**config.mk**
```make
export PLATFORM = sky130hd
export DESIGN_NAME = erd_lowpass
export DESIGN_NICKNAME = d
export VERILOG_FILES = /design/src/design/erd_pkg.sv /design/src/design/erd_lowpass.sv
export SDC_FILE = /design/constraint.sdc
export NUM_CORES = 2
export LEC_CHECK = 0
export BUFFER_PORTS_ARGS = -buffer_cell sky130_fd_sc_hd__buf_2
export CORE_ASPECT_RATIO = 1.5
export CORE_MARGIN = 2
export CORE_UTILIZATION = 61
export CTS_CLUSTER_DIAMETER = 60
export DETAILED_ROUTE_END_ITERATION = 12
export GPL_ROUTABILITY_DRIVEN = 0
export PLACE_DENSITY = 0.89
export REMOVE_ABC_BUFFERS = 1
export SETUP_SLACK_MARGIN = 0.1
export SLEW_MARGIN = 20
export SYNTH_ARGS = -nofsm -noshare
export SYNTH_HDL_FRONTEND = slang
export SYNTH_SLANG_ARGS = --single-unit
export TNS_END_PERCENT = 10
```
**constraint.sdc**
```tcl
create_clock -name i_clk -period 11.49 [get_ports i_clk]
set_clock_uncertainty 0.15 [all_clocks]
set_input_delay 0.5745 -clock i_clk [delete_from_list [all_inputs] [get_ports i_clk]]
set_output_delay 0.5745 -clock i_clk [all_outputs]
set_load 0.05 [all_outputs]
```
**src/design/erd_pkg.sv**
```systemverilog
package erd_pkg;

    // Ring and tap geometry
    localparam int DELAY_DEPTH   = 4096;
    localparam int ADDR_W        = $clog2(DELAY_DEPTH);
    localparam int NUM_TAPS      = 8;
    localparam int TAP_W         = $clog2(NUM_TAPS);
    localparam int DLY_FIELD_W   = 16;
    localparam int DLY_WORD_W    = 64;

    // Sample and gain formats
    localparam int SAMPLE_W      = 24;
    localparam int GAIN_W        = 17;
    localparam logic [GAIN_W-1:0] Q16_ONE = GAIN_W'(65536);

    // Datapath widths
    localparam int PROD_W        = SAMPLE_W + GAIN_W + 1;   // sample x signed gain
    localparam int TAPSUM_W      = 43;                      // sum of eight weighted taps
    localparam int TS_LO_W       = 22;
    localparam int TS_HI_W       = TAPSUM_W - TS_LO_W;
    localparam int MHI_W         = TS_HI_W + GAIN_W + 1;
    localparam int MLO_W         = TS_LO_W + GAIN_W;
    localparam int ACC_W         = 62;
    localparam int LP_SUM_W      = PROD_W + 1;
    localparam int SAT_W         = 32;

    // Configuration register indexes
    localparam int CFG_IDX_W     = 3;
    localparam logic [CFG_IDX_W-1:0] REG_LP_COEFF  = CFG_IDX_W'(0);
    localparam logic [CFG_IDX_W-1:0] REG_DRY_GAIN  = CFG_IDX_W'(1);
    localparam logic [CFG_IDX_W-1:0] REG_EARLY     = CFG_IDX_W'(2);
    localparam logic [CFG_IDX_W-1:0] REG_DLY_LOW   = CFG_IDX_W'(3);
    localparam logic [CFG_IDX_W-1:0] REG_DLY_HIGH  = CFG_IDX_W'(4);

    localparam logic signed [SAT_W-1:0] SAT_HI = SAT_W'(2 ** (SAMPLE_W - 1) - 1);
    localparam logic signed [SAT_W-1:0] SAT_LO = -SAT_W'(2 ** (SAMPLE_W - 1));

    // Control from the sequencer to the mixing datapath
    typedef struct packed {
        logic             clear;
        logic             prod_en;
        logic             acc_en;
        logic [TAP_W-1:0] gain_idx;
        logic             mul_en;
        logic             sum_en;
        logic             round_en;
    } t_mix_ctrl;

    function automatic logic signed [SAMPLE_W-1:0] sat_sample(input logic signed [SAT_W-1:0] v);
        logic signed [SAMPLE_W-1:0] r;
        if (v > SAT_HI) begin
            r = SAT_HI[SAMPLE_W-1:0];
        end else if (v < SAT_LO) begin
            r = SAT_LO[SAMPLE_W-1:0];
        end else begin
            r = v[SAMPLE_W-1:0];
        end
        return r;
    endfunction

    // Fixed tap weights, Q1.16: 1.0 down to 0.3
    function automatic logic [GAIN_W-1:0] tap_gain(input logic [TAP_W-1:0] k);
        logic [GAIN_W-1:0] g;
        case (k)
            3'd0:    g = GAIN_W'(65536);
            3'd1:    g = GAIN_W'(58982);
            3'd2:    g = GAIN_W'(52429);
            3'd3:    g = GAIN_W'(45875);
            3'd4:    g = GAIN_W'(39322);
            3'd5:    g = GAIN_W'(32768);
            3'd6:    g = GAIN_W'(26214);
            3'd7:    g = GAIN_W'(19661);
            default: g = GAIN_W'(0);
        endcase
        return g;
    endfunction

endpackage

```
**src/design/erd_lowpass.sv**
```systemverilog
module erd_lowpass
    import erd_pkg::*;
(
    input  logic                       i_clk,
    input  logic                       i_rst_n,
    input  logic signed [SAMPLE_W-1:0] i_x,
    input  logic [GAIN_W-1:0]          i_coeff,
    input  logic                       i_mul_en,
    input  logic                       i_upd_en,
    output logic signed [SAMPLE_W-1:0] o_filt
);

    logic [GAIN_W-1:0]          w_om;
    logic signed [GAIN_W:0]     w_om_s;
    logic signed [GAIN_W:0]     w_c_s;
    logic signed [PROD_W-1:0]   w_pa;
    logic signed [PROD_W-1:0]   w_pb;
    logic signed [LP_SUM_W-1:0] w_sum;
    logic signed [LP_SUM_W-1:0] w_shift;
    logic signed [PROD_W-1:0]   r_pa;
    logic signed [PROD_W-1:0]   r_pb;
    logic signed [SAMPLE_W-1:0] r_state;

    assign w_om   = Q16_ONE - i_coeff;
    assign w_om_s = $signed({1'b0, w_om});
    assign w_c_s  = $signed({1'b0, i_coeff});
    assign w_pa   = i_x * w_om_s;
    assign w_pb   = r_state * w_c_s;

    // round half up, then floor by 2^16
    assign w_sum   = LP_SUM_W'(r_pa) + LP_SUM_W'(r_pb) + LP_SUM_W'(32768);
    assign w_shift = w_sum >>> 16;

    always_ff @(posedge i_clk) begin
        if (i_mul_en) begin
            r_pa <= w_pa;
            r_pb <= w_pb;
        end
    end

    always_ff @(posedge i_clk) begin
        if (!i_rst_n) begin
            r_state <= '0;
        end else if (i_upd_en) begin
            r_state <= sat_sample(SAT_W'(w_shift));
        end
    end

    assign o_filt = r_state;

endmodule

```
Word level (Yosys, flattened, before mapping) --
Index checks and enable logic that the tools add are counted. Widths: inputs -> output; s select.
Operators by class: add/subtract/negate cells 3, multipliers 2, magnitude comparators 2, muxes and demuxes 2
Operator list (count):
- $mul 24x18->42 | 2
- $mux 24 | 2
- $add 42x42->43 | 1
- $add 43x17->43 const B | 1
- $gt 27x24->1 const B | 1
- $lt 27x24->1 const B | 1
- $sub 17x17->17 const A | 1
Storage, ports and cells: register bits after elaboration 108, input port bits 45, output and inout bits 24

Longest topological paths before layout --
depth in word-level cells 5, depth in mapped cells 33, gate-level depth less buffers 30

Worst setup path after synthesis --
OpenSTA, ideal clock, no wires.
kind input-to-reg, start input port i_coeff[4], end register r_pa[40], data pin, setup time 0.258 ns, arrival 8.133 ns, path slack 2.950 ns, stages 30, path buffers 2, cells stage by stage clkbuf_1 -> or3_1 -> or4_1 -> nor3_1 -> nand2_1 -> xor2_1 -> clkbuf_1 -> nand2_1 -> fa_1 -> inv_1 -> fa_1 -> inv_1 -> fa_1 -> inv_1 -> fa_1 -> fa_1 -> inv_1 -> fa_1 -> inv_1 -> ha_1 -> and3_1 -> and2_1 -> o211ai_1 -> a211oi_1 -> nor2_1 -> o311ai_1 -> nand3_1 -> or3_1 -> a311o_1 -> xnor2_1
Between the ends: cells in the longest elaborated chain, start to end 2
RTL lines:
- start, declared | line erd_lowpass.sv:7 | input logic [GAIN_W-1:0] i_coeff,
- $sub 17x17->17 | line erd_lowpass.sv:24 | assign w_om = Q16_ONE - i_coeff;
- $mul 24x18->42 | line erd_lowpass.sv:27 | assign w_pa = i_x * w_om_s;
- net w_pa[40] | line erd_lowpass.sv:16 | logic signed [PROD_W-1:0] w_pa;
- end signal, assigned | line erd_lowpass.sv:36 | r_pa <= w_pa;
- end, declared | line erd_lowpass.sv:20 | logic signed [PROD_W-1:0] r_pa;
The timed path passes the listed nets, and every way through them passes these cells. A chain may end at the register's enable or synchronous reset.

Final worst setup path --
start input port i_coeff[3], end register r_pa[40], data pin
The elaborated chain is that of the path after synthesis.

==> results.cfg <==
[detailed_routing]
finalWirelength_um = 82700
vias_per_cell = 5.73
dr.pass1.iters = 6
avgRoutedWirePerCell_um = 18.4
drc = 0
ant_nets = 0
via_count = 25809
drt_iter0_drc = 1558

[synth]
yosys_warnings = 0
synthesis.area_sq_mm = 0.0350
yosys-top-cells-area = fa_1 46%, ha_1 10%, inv_1 10%
avgSynthCellArea_sq_um = 9.24
synth_top_area_cell = fa_1
async_flop_share = 0
ys_seq_area_frac = 0.0859
synth_ff_type = edfxtp_1
syn_inst = 3784
ys_ff_latch = 108
synth-edff-count = 84
synth_top_area_frac = 0.459
synth_cell_types = 67

[run_status]
status = completed

[critical_path]
r2r-start = o_filt[12]
cpPeakStageDelay_ps = 630
end_kind = flop
crit_fanout = 27
reg2reg_slack_ps = 3470
crit_path_start_kind = input port
critPathRequiredTime_ps = 11480
crit_slowest_cell = xor2_2
reg2reg_to = r_pb[41]
r2r_cells = 23
crit_top_cell = fa_1
crit_arrival_ps = 9250
crit_type = input port to flop

[sta]
rsz0062_at_grt = false
worst_slew_pin_slew_ps = 1030
hold_viol = 0
period_needed_ps = 9260
clock.fmax_mhz = 108
fin_crit_sh = 0.806
slew_headroom = 0.311
setup-violations-final = 0
tns_ps = 0
slew_viol_final = 0

[worst_hold_path]
hold_start = i_mul_en
min_path_cells = 1
hold-path-endpoint = r_pa[3]
hp-class = input port to flop

[global_routing]
grt_max_degree = 76
grt_overflow_total = 0
grtUsageTotal = 0.302
antenna_found_initial = 1
first_global_vias = 29657
grt_pass1_wl_um = 141000

[die]
dieArea_sq_mm = 0.0593
rows = 107
die_w_um = 199
die_y_um = 297
core-area_sq_mm = 0.0568
initial_core_util = 0.616
ios = 69

[final_layout]
final_common_cell = inv_1
layout-drive-gt1-share = 0.0417
num-fill-cells = 4306
syn_to_final_growth_pct = 3.72
fin_nets = 4865
layout_common_cells = 931 x inv_1, 802 x fa_1, 541 x nand2_1
final_area_sq_mm = 0.0363

[flow_run]
drv_cap = 0

[clock_tree]
clk_pin_slew_worst_paths_ps = 80
ctsHoldBuffers = 0
post_cts_resized = 0
clkSinkCount = 108
numCtsBuffers = 9
htreeDepth = 3
cts_setup_buffers = 0
clockRootBuffer = clkbuf_16
insertion_delay_ps = 380
cts_buffer_depth = 2
cts_tree = done

[placed_design]
place_area_sq_mm = 0.0359
io_buffers = 68
dp_hpwl_um = 66900
[critical path: cells and delay by family]
kind	cells	cell delay (ps)
buffers and inverters	6	550
AO/OA/AOI/OAI	4	1230
AND/OR/NAND/NOR	10	2740
XOR/XNOR	2	760
adder cells (fa/ha/maj)	7	3350
[kinds of logic after synthesis]
kind of cell	synth area share
AOI/OAI and AO/OA	0.0643
xor gates and xnor gates	0.0288
adders and majority gates	0.562
buffers and inverters	0.117
DFF	0.0859
muxes	0.000573
and+or+nand+nor	0.142
[flip-flops by register name, summed over array words and instances, names as in the netlist]
signal / cells
r_pa: 42
r_pb: 42
o_filt: 24
[cell usage after synthesis, drive strengths merged, types with 4 or more instances]
cell / number
o211ai: 9
nor4: 5
clkbuf: 143
o311ai: 5
dfxtp: 24
nor2: 64
o21bai: 6
inv: 931
o21ai: 94
nand2b: 6
ha: 286
nor3: 20
nor2b: 28
a31oi: 6
xnor2: 80
fa: 802
or2: 4
and2: 310
nand3: 16
or3: 8
nand2: 541
buf: 13
edfxtp: 84
o21a: 14
a21o: 57
a21boi: 4
nand4: 15
xor2: 35
and3: 12
a21oi: 110
a211oi: 7
o22ai: 5
[worst max-delay path by stage]
| stage | from | endpoint | slack, ps | cells after the start |
|---|---|---|---|---|
| after floorplan | i_coeff[4] | r_pa[40] | 2710 | 28 |
| after global placement | i_coeff[4] | r_pa[40] | 2100 | 29 |
| after detailed placement | i_coeff[3] | r_pa[40] | 1880 | 29 |
| after CTS | i_coeff[3] | r_pa[40] | 2240 | 29 |
| after global routing | i_coeff[3] | r_pa[40] | 1790 | 29 |
| final | i_coeff[3] | r_pa[40] | 2230 | 29 |
[routing by layer]
metal,global-route usage,wire length [um]
met4,0.203,6110
met5,0,13
met2,0.548,44100
met3,0.0424,5540
met1,0.320,26900
[cell type report]
cell class | count | area [sq um] | share of cell area
Multi-Input combinational cell | 2589 | 28000 | 0.771
Sequential cell | 108 | 3000 | 0.0828
Clock buffer | 10 | 229 | 0.00631
Antenna cell | 1 | 2.50 | 0.0000690
Timing Repair Buffer | 93 | 531 | 0.0146
Clock inverter | 6 | 82.6 | 0.00228
Inverter | 931 | 3490 | 0.0964
Tap cell | 763 | 955 | 0.0263
[metrics by stage]
| step | hold WS [ps] | utilization | setup slack (ps) | std cells |
|---|---|---|---|---|
| 6_report | 377 | 0.639 | 2230 | 4501 |
| 4_1_cts | 359 | 0.639 | 2240 | 4500 |
| 2_1_floorplan | 514 | - | 2710 | 3628 |
| 5_1_grt | 376 | 0.639 | 1790 | 4500 |
| 3_3_place_gp | 367 | 0.633 | 2100 | 4484 |
| 3_5_place_dp | 391 | 0.633 | 1880 | 4484 |
Power is left out: the tool's default activity adds up to more than one toggle a clock period on the data nets, which glitch-free logic cannot reach.
