**src/design/erd_pkg.sv**
```systemverilog
package erd_pkg;

    // Ring and tap geometry
    localparam int DELAY_DEPTH   = 4096;
    localparam int ADDR_W        = $clog2(DELAY_DEPTH);
    localparam int NUM_TAPS      = 8;
    localparam int TAP_W         = $clog2(NUM_TAPS);
    localparam int DLY_FIELD_W   = 16;
    localparam int DLY_WORD_W    = 64;

    // Sample and gain formats
    localparam int SAMPLE_W      = 24;
    localparam int GAIN_W        = 17;
    localparam logic [GAIN_W-1:0] Q16_ONE = GAIN_W'(65536);

    // Datapath widths
    localparam int PROD_W        = SAMPLE_W + GAIN_W + 1;   // sample x signed gain
    localparam int TAPSUM_W      = 43;                      // sum of eight weighted taps
    localparam int TS_LO_W       = 22;
    localparam int TS_HI_W       = TAPSUM_W - TS_LO_W;
    localparam int MHI_W         = TS_HI_W + GAIN_W + 1;
    localparam int MLO_W         = TS_LO_W + GAIN_W;
    localparam int ACC_W         = 62;
    localparam int LP_SUM_W      = PROD_W + 1;
    localparam int SAT_W         = 32;

    // Configuration register indexes
    localparam int CFG_IDX_W     = 3;
    localparam logic [CFG_IDX_W-1:0] REG_LP_COEFF  = CFG_IDX_W'(0);
    localparam logic [CFG_IDX_W-1:0] REG_DRY_GAIN  = CFG_IDX_W'(1);
    localparam logic [CFG_IDX_W-1:0] REG_EARLY     = CFG_IDX_W'(2);
    localparam logic [CFG_IDX_W-1:0] REG_DLY_LOW   = CFG_IDX_W'(3);
    localparam logic [CFG_IDX_W-1:0] REG_DLY_HIGH  = CFG_IDX_W'(4);

    localparam logic signed [SAT_W-1:0] SAT_HI = SAT_W'(2 ** (SAMPLE_W - 1) - 1);
    localparam logic signed [SAT_W-1:0] SAT_LO = -SAT_W'(2 ** (SAMPLE_W - 1));

    // Control from the sequencer to the mixing datapath
    typedef struct packed {
        logic             clear;
        logic             prod_en;
        logic             acc_en;
        logic [TAP_W-1:0] gain_idx;
        logic             mul_en;
        logic             sum_en;
        logic             round_en;
    } t_mix_ctrl;

    function automatic logic signed [SAMPLE_W-1:0] sat_sample(input logic signed [SAT_W-1:0] v);
        logic signed [SAMPLE_W-1:0] r;
        if (v > SAT_HI) begin
            r = SAT_HI[SAMPLE_W-1:0];
        end else if (v < SAT_LO) begin
            r = SAT_LO[SAMPLE_W-1:0];
        end else begin
            r = v[SAMPLE_W-1:0];
        end
        return r;
    endfunction

    // Fixed tap weights, Q1.16: 1.0 down to 0.3
    function automatic logic [GAIN_W-1:0] tap_gain(input logic [TAP_W-1:0] k);
        logic [GAIN_W-1:0] g;
        case (k)
            3'd0:    g = GAIN_W'(65536);
            3'd1:    g = GAIN_W'(58982);
            3'd2:    g = GAIN_W'(52429);
            3'd3:    g = GAIN_W'(45875);
            3'd4:    g = GAIN_W'(39322);
            3'd5:    g = GAIN_W'(32768);
            3'd6:    g = GAIN_W'(26214);
            3'd7:    g = GAIN_W'(19661);
            default: g = GAIN_W'(0);
        endcase
        return g;
    endfunction

endpackage

```
**src/design/erd_mix.sv**
```systemverilog
module erd_mix
    import erd_pkg::*;
(
    input  logic                       i_clk,
    input  t_mix_ctrl                  i_ctrl,
    input  logic signed [SAMPLE_W-1:0] i_tap_data,
    input  logic signed [SAMPLE_W-1:0] i_x,
    input  logic [GAIN_W-1:0]          i_dry,
    input  logic [GAIN_W-1:0]          i_early,
    output logic signed [SAMPLE_W-1:0] o_result
);

    logic signed [GAIN_W:0]     w_gain_s;
    logic signed [GAIN_W:0]     w_early_s;
    logic signed [GAIN_W:0]     w_dry_s;
    logic signed [PROD_W-1:0]   r_prod;
    logic signed [TAPSUM_W-1:0] r_tapsum;
    logic signed [MHI_W-1:0]    r_m_hi;
    logic [MLO_W-1:0]           r_m_lo;
    logic signed [PROD_W-1:0]   r_m_dry;
    logic signed [ACC_W-1:0]    r_s1;
    logic signed [PROD_W-1:0]   r_dry_d;
    logic signed [ACC_W-1:0]    r_acc;
    logic signed [ACC_W-1:0]    w_acc_sh;

    assign w_gain_s  = $signed({1'b0, tap_gain(i_ctrl.gain_idx)});
    assign w_early_s = $signed({1'b0, i_early});
    assign w_dry_s   = $signed({1'b0, i_dry});

    always_ff @(posedge i_clk) begin
        if (i_ctrl.prod_en) begin
            r_prod <= i_tap_data * w_gain_s;
        end
        if (i_ctrl.clear) begin
            r_tapsum <= '0;
        end else if (i_ctrl.acc_en) begin
            r_tapsum <= r_tapsum + TAPSUM_W'(r_prod);
        end
        // tap sum times early gain, split in two halves to keep each multiply narrow
        if (i_ctrl.mul_en) begin
            r_m_hi  <= $signed(r_tapsum[TAPSUM_W-1:TS_LO_W]) * w_early_s;
            r_m_lo  <= r_tapsum[TS_LO_W-1:0] * i_early;
            r_m_dry <= i_x * w_dry_s;
        end
        if (i_ctrl.sum_en) begin
            r_s1    <= (ACC_W'(r_m_hi) <<< TS_LO_W) + ACC_W'($signed({1'b0, r_m_lo}));
            r_dry_d <= r_m_dry;
        end
        if (i_ctrl.round_en) begin
            r_acc <= r_s1 + (ACC_W'(r_dry_d) <<< 16) + (ACC_W'(1) <<< 31);
        end
    end

    assign w_acc_sh = r_acc >>> 32;
    assign o_result = sat_sample(SAT_W'(w_acc_sh));

endmodule

```
**config.mk**
```make
export PLATFORM = sky130hd
export DESIGN_NAME = erd_mix
export DESIGN_NICKNAME = d
export VERILOG_FILES = /design/src/design/erd_pkg.sv /design/src/design/erd_mix.sv
export SDC_FILE = /design/constraint.sdc
export NUM_CORES = 2
export LEC_CHECK = 0
export BUFFER_PORTS_ARGS = -buffer_cell sky130_fd_sc_hd__buf_2
export CAP_MARGIN = 30
export CORE_UTILIZATION = 55
export DETAILED_ROUTE_END_ITERATION = 16
export GPL_ROUTABILITY_DRIVEN = 0
export PLACE_DENSITY = 0.7
export SLEW_MARGIN = 0
export SYNTH_ARGS = -nofsm -noshare
export SYNTH_HDL_FRONTEND = slang
export SYNTH_SLANG_ARGS = --single-unit
```
**constraint.sdc**
```tcl
create_clock -name i_clk -period 7.4 [get_ports i_clk]
set_input_delay 0.37 -clock i_clk [delete_from_list [all_inputs] [get_ports i_clk]]
set_output_delay 0.37 -clock i_clk [all_outputs]
set_load 0.005 [all_outputs]
```
; ---- Word level (Yosys, flattened, before mapping)
; Memories as Yosys holds them, arrays and structs flattened.
; Cells that the tools add are included.
[word_totals]
regBits = 371
wordCells = 21
in_bits = 92
output_inout_bits = 24
ramBits = 0
rom_bits = 136
memories = 1
latch_bits = 0
[op_classes]
reduce_logical = 0
mul = 4
n_eq_ne = 0
shift = 0
order_cmp = 2
n_bitwise = 0
n_div = 0
mux = 2
add_sub_neg = 4
[mem_list]
columns = name, words, word_bits, rd, rd_clocked_by_memory_dff, wr, line
row1 = (no name shown), 8, 17, 1, 0, 0, erd_pkg.sv:64  ; case (k)
[ops]
columns = operator, count
row1 = 24-bit by 18-bit multiplier with 42-bit output, 2
row2 = 61-bit by 40-bit adder with 62-bit output, 1
row3 = 62-bit by 33-bit adder with 62-bit output (second input constant), 1
row4 = 62-bit by 58-bit adder with 62-bit output, 1
row5 = 24-bit two-way mux, 2
row6 = 43-bit by 42-bit adder with 43-bit output, 1
row7 = 21-bit by 18-bit multiplier with 39-bit output, 1
row8 = 22-bit by 17-bit multiplier with 39-bit output, 1
row9 = 30-bit by 24-bit greater-than comparator with 1-bit output (second input constant), 1
row10 = 30-bit by 24-bit < comparator with 1-bit output (second input constant), 1

; ---- Longest topological paths before layout
[logic_depth]
ltp_word = 3
ltp_mapped = 31
depth_no_buf = 29

; ---- Worst setup path after synthesis
; No wires, ideal clock.
[synth_path]
path_kind = input-to-reg
from = input i_ctrl[5] in the netlist's numbering
to = register r_prod[41] (data pin)
path_buffers = 3
arrival_time_ns = 7.179
slack_ns = -0.039
cell_stages = 26
setup_ns = 0.260
path_cell_list = clkbuf_1 mux2i_1 clkbuf_1 clkbuf_1 and2_1 fa_1 inv_1 fa_1 fa_1 inv_1 fa_1 fa_1 inv_1 fa_1 inv_1 ha_1 nand4_1 nor2_1 o211ai_1 or4_1 o221ai_1 o21ai_0 a311oi_1 a21o_1 a21oi_1 xnor2_1
[synth_between]
elab_chain_cells = 2
[synth_rtl]
columns = element, line
row1 = start: declaration, erd_mix.sv:5  ; input t_mix_ctrl i_ctrl,
row2 = memory read 8 x 17 bit, -
row3 = 24-bit by 18-bit multiplier with 42-bit output, erd_mix.sv:32  ; r_prod <= i_tap_data * w_gain_s;
row4 = end signal: assignment, erd_mix.sv:32
row5 = end: declaration, erd_mix.sv:16  ; logic signed [PROD_W-1:0] r_prod;
; No other way between the ends.
; A chain may end at the register's enable or synchronous reset.

; ---- Worst setup path in the final report
[layout_path]
from = register r_tapsum[24]
to = register r_m_hi[37] (data pin)
[layout_between]
elab_chain_cells = 1
[layout_rtl]
columns = element, line
row1 = start: declaration, erd_mix.sv:17  ; logic signed [TAPSUM_W-1:0] r_tapsum;
row2 = start signal: assignment, erd_mix.sv:37  ; r_tapsum <= r_tapsum + TAPSUM_W'(r_prod);
row3 = 21-bit by 18-bit multiplier with 39-bit output, erd_mix.sv:41  ; r_m_hi <= $signed(r_tapsum[TAPSUM_W-1:TS_LO_W]) * w_early_s;
row4 = end signal: assignment, erd_mix.sv:41
row5 = end: declaration, erd_mix.sv:18  ; logic signed [MHI_W-1:0] r_m_hi;
; No other way between the ends.

==> impl_results.md <==
- # hold bufs at CTS: 0
- CP Max Fanout: 19
- Postcts setup bufs: 0
- Hold depth: 1
- Min-Delay Path Class: in2reg
- Top post-synthesis cells by area: fa_1 (41%), edfxtp_1 (12%), ha_1 (11%)
- Req. time, crit path: between 7 and 8 ns
- Post-synth net total: 9,268
- # port buffers: ~120
- Pre-antenna DRT Iters: 6
- WL/cell: roughly 18 microns
- Nets@finish: 9,321
- Syn Area/Cell: 9.494 sq um
- Die area: around 130,000 sq um
- Placed inst area: 71,060 sq um
- CP cell instances: nand2_1 -> fa_1 -> fa_1 -> inv_1 -> ha_1 -> fa_1 -> inv_1 -> fa_1 -> fa_1 -> inv_1 -> ha_1 -> or3_1 -> o311ai_1 -> a21boi_0 -> o31ai_1 -> a211o_1 -> o21ai_1 -> o21a_1 -> nor2_1 -> xnor2_1
- Top_reg_cell synth: edfxtp_1
- Worst reg2reg path depth: 20
- Max-cap violations: 0
- Core area: 122,400 sq um
- Crit-path slowest cell: dfxtp_1
- First-pass GRT wire length: around 270 mm
- Clock skew: 0.02473 ns
- Worst hold slack: 0.07513 ns
- HPWL after DPL: 134.0 mm
- Yosys top cell area share: 41.35%
- Critical path startpoint category: register
- Slew Viols, Final: 0
- Top cells by count, synth: inv_1 (1,801), fa_1 (1,407), nand2_1 (914), ha_1 (594), and2_1 (519)
- Total grt overflow: 0
- CP Class: reg2reg
- GRT Overall Usage: between 20% and 30%
- Critical Path AT: between 7 and 8 ns
- Initial Util: between 50% and 60%
- Unique cell type count in the Yosys netlist: 86
- Cell mode on critical path: fa_1
- Max Buffers Root-to-Sink: 3
- Initial antenna violation count: 9
- Crit-path max cell delay: around 0.97 ns
- Synth Instances: 7,175
- Vias/cell: 5.371
- Synthesis-stage register bit count: 307
- Total CTS buffers: 35
- CTS sink count: 307
- Synthesized area: 68,120 sq um
- Hold Violations, Final: 0
- Count leader, synth: inv_1
- Post-synthesis async set-or-reset flop share: 0%
- Fraction of the yosys area taken by sequential cells: 12.90%
- Clock latency on the worst-skew pair: 0.57 ns
- Storage cell area: 8795 sq um
- Initial drt markers: around 3,300
- Area leader, netlist: fa_1
- Site row count: 128
- Design Area, Final: 72,320 sq um
- Final setup viols: 0
- Routed vias: between 40,000 and 50,000
- Filler Cells Inserted: 10,590
- Number of global-route vias before repair: 51,400
- Root Driver: clkbuf_16
- RSZ-0062 raised after global routing: no
- Crit share post-route: between 90 and 100%
- CTS tree: done
- Min cycle time layout: 7.016 ns
- Routed Antenna Nets: 0
- Multi-input logic area: 51,590 sq um
- DR DRC count: 0
- Die width: 353.9 microns
- Clk slew on worst S/H paths: 0.07 ns
- Slew HR: 31.39%
- Num ports: ~120
- Largest net degree at the start of global routing: 84
- Number of H-tree levels: 2
- Crit. End Element: register
- Slew @ Worst Pin: 1.028 ns
- Total wire length: ~160 mm
- Syn-to-layout area delta: 6.166%
- Die height: 353.9 microns
- Status: completed
- EDFF count, synth: 264
- Share of cells above drive strength 1: 5.114%
- Synth Warn #: 0
- Fmax: 142.5 MHz
==> sequential cells by signal, summed over array words and instances (netlist names) <==
signal    flops
r_dry_d      42
r_m_hi       39
r_prod       42
r_tapsum     43
r_m_dry      42
r_s1         46
r_m_lo       23
r_acc        30
==> final cells by class <==
type | count | share of cell area (%)
diodes | 2 | 0.006920
clock buffers | 39 | 1.259
clock inverters | 24 | 0.4256
inverters | 1801 | 9.347
multi-input cells | 4806 | 71.33
flip-flops and latches | 307 | 12.16
well taps | 1625 | 2.811
repair buffers | 277 | 2.661
==> cell usage in the layout (no fill, tap or decap), types with 55 or more instances in the layout <==
| cell | count |
|---|---|
| a21oi_1 | 164 |
| o21a_1 | 55 |
| a21o_1 | 100 |
| xnor2_1 | 216 |
| nand2_1 | 914 |
| buf_2 | 113 |
| edfxtp_1 | 264 |
| o21ai_0 | 97 |
| inv_1 | 1801 |
| buf_4 | 154 |
| nor2_1 | 165 |
| xor2_1 | 81 |
| fa_1 | 1407 |
| and2_1 | 519 |
| ha_1 | 594 |
==> cells by family after synthesis <==
family                   synth area share, %
buffers and inverters                  11.38
adder cells (fa/ha/maj)                52.40
AND/OR/NAND/NOR                        12.82
AO/OA/AOI/OAI                          6.180
flip-flops                             12.90
XOR/XNOR                               3.818
multiplexers                          0.4886
==> worst max-delay path: cells and delay by family, from the launching register on <==
kind | cells | cell delay, ns
buffers and inverters | 3 | 0.13
AND/OR/NAND/NOR | 3 | 0.63
AO/OA/AOI/OAI | 6 | 1.95
adder cells (fa/ha/maj) | 7 | 2.90
XOR/XNOR | 1 | 0.19
flip-flops | 1 | 0.97
==> routing by layer <==
| layer | global-route usage [%] | vias to the layer above | wire (microns) |
|---|---|---|---|
| li1 | - | 21690 | - |
| met1 | 38.59 | 24280 | 71800 |
| met2 | 43.45 | 1465 | 74210 |
| met3 | 3.376 | 257 | 10780 |
| met4 | 7.086 | 4 | 4384 |
| met5 | 0 | - | 16 |
==> metrics by stage <==
stage,instances,worst slack [ns],util (%),setup TNS (ns)
floorplan,7175,0.0007936,-,0
global placement,8813,0.03961,58.06,0
detailed placement,8814,-0.05247,58.07,-0.05247
CTS,8877,0.2183,59.07,0
global route,8881,0.008217,59.11,0
finish,8881,0.3842,59.11,0
==> repair_timing <==
action                     4_1_cts  5_1_grt
setup endpoints to repair        0        3
hold endpoints to repair         0        0
resized for setup                0        5
==> worst paths after layout <==
check               start     endpoint  slack (ns)
max          r_tapsum[24]   r_m_hi[37]        0.38
min             i_ctrl[1]     r_s1[27]        0.08
max reg2reg  r_tapsum[24]   r_m_hi[37]        0.38
min reg2reg   r_m_dry[40]  r_dry_d[40]        0.42
Power is not shown: default switching activity piles up to over one toggle a cycle in this logic, so the estimate is an artifact.
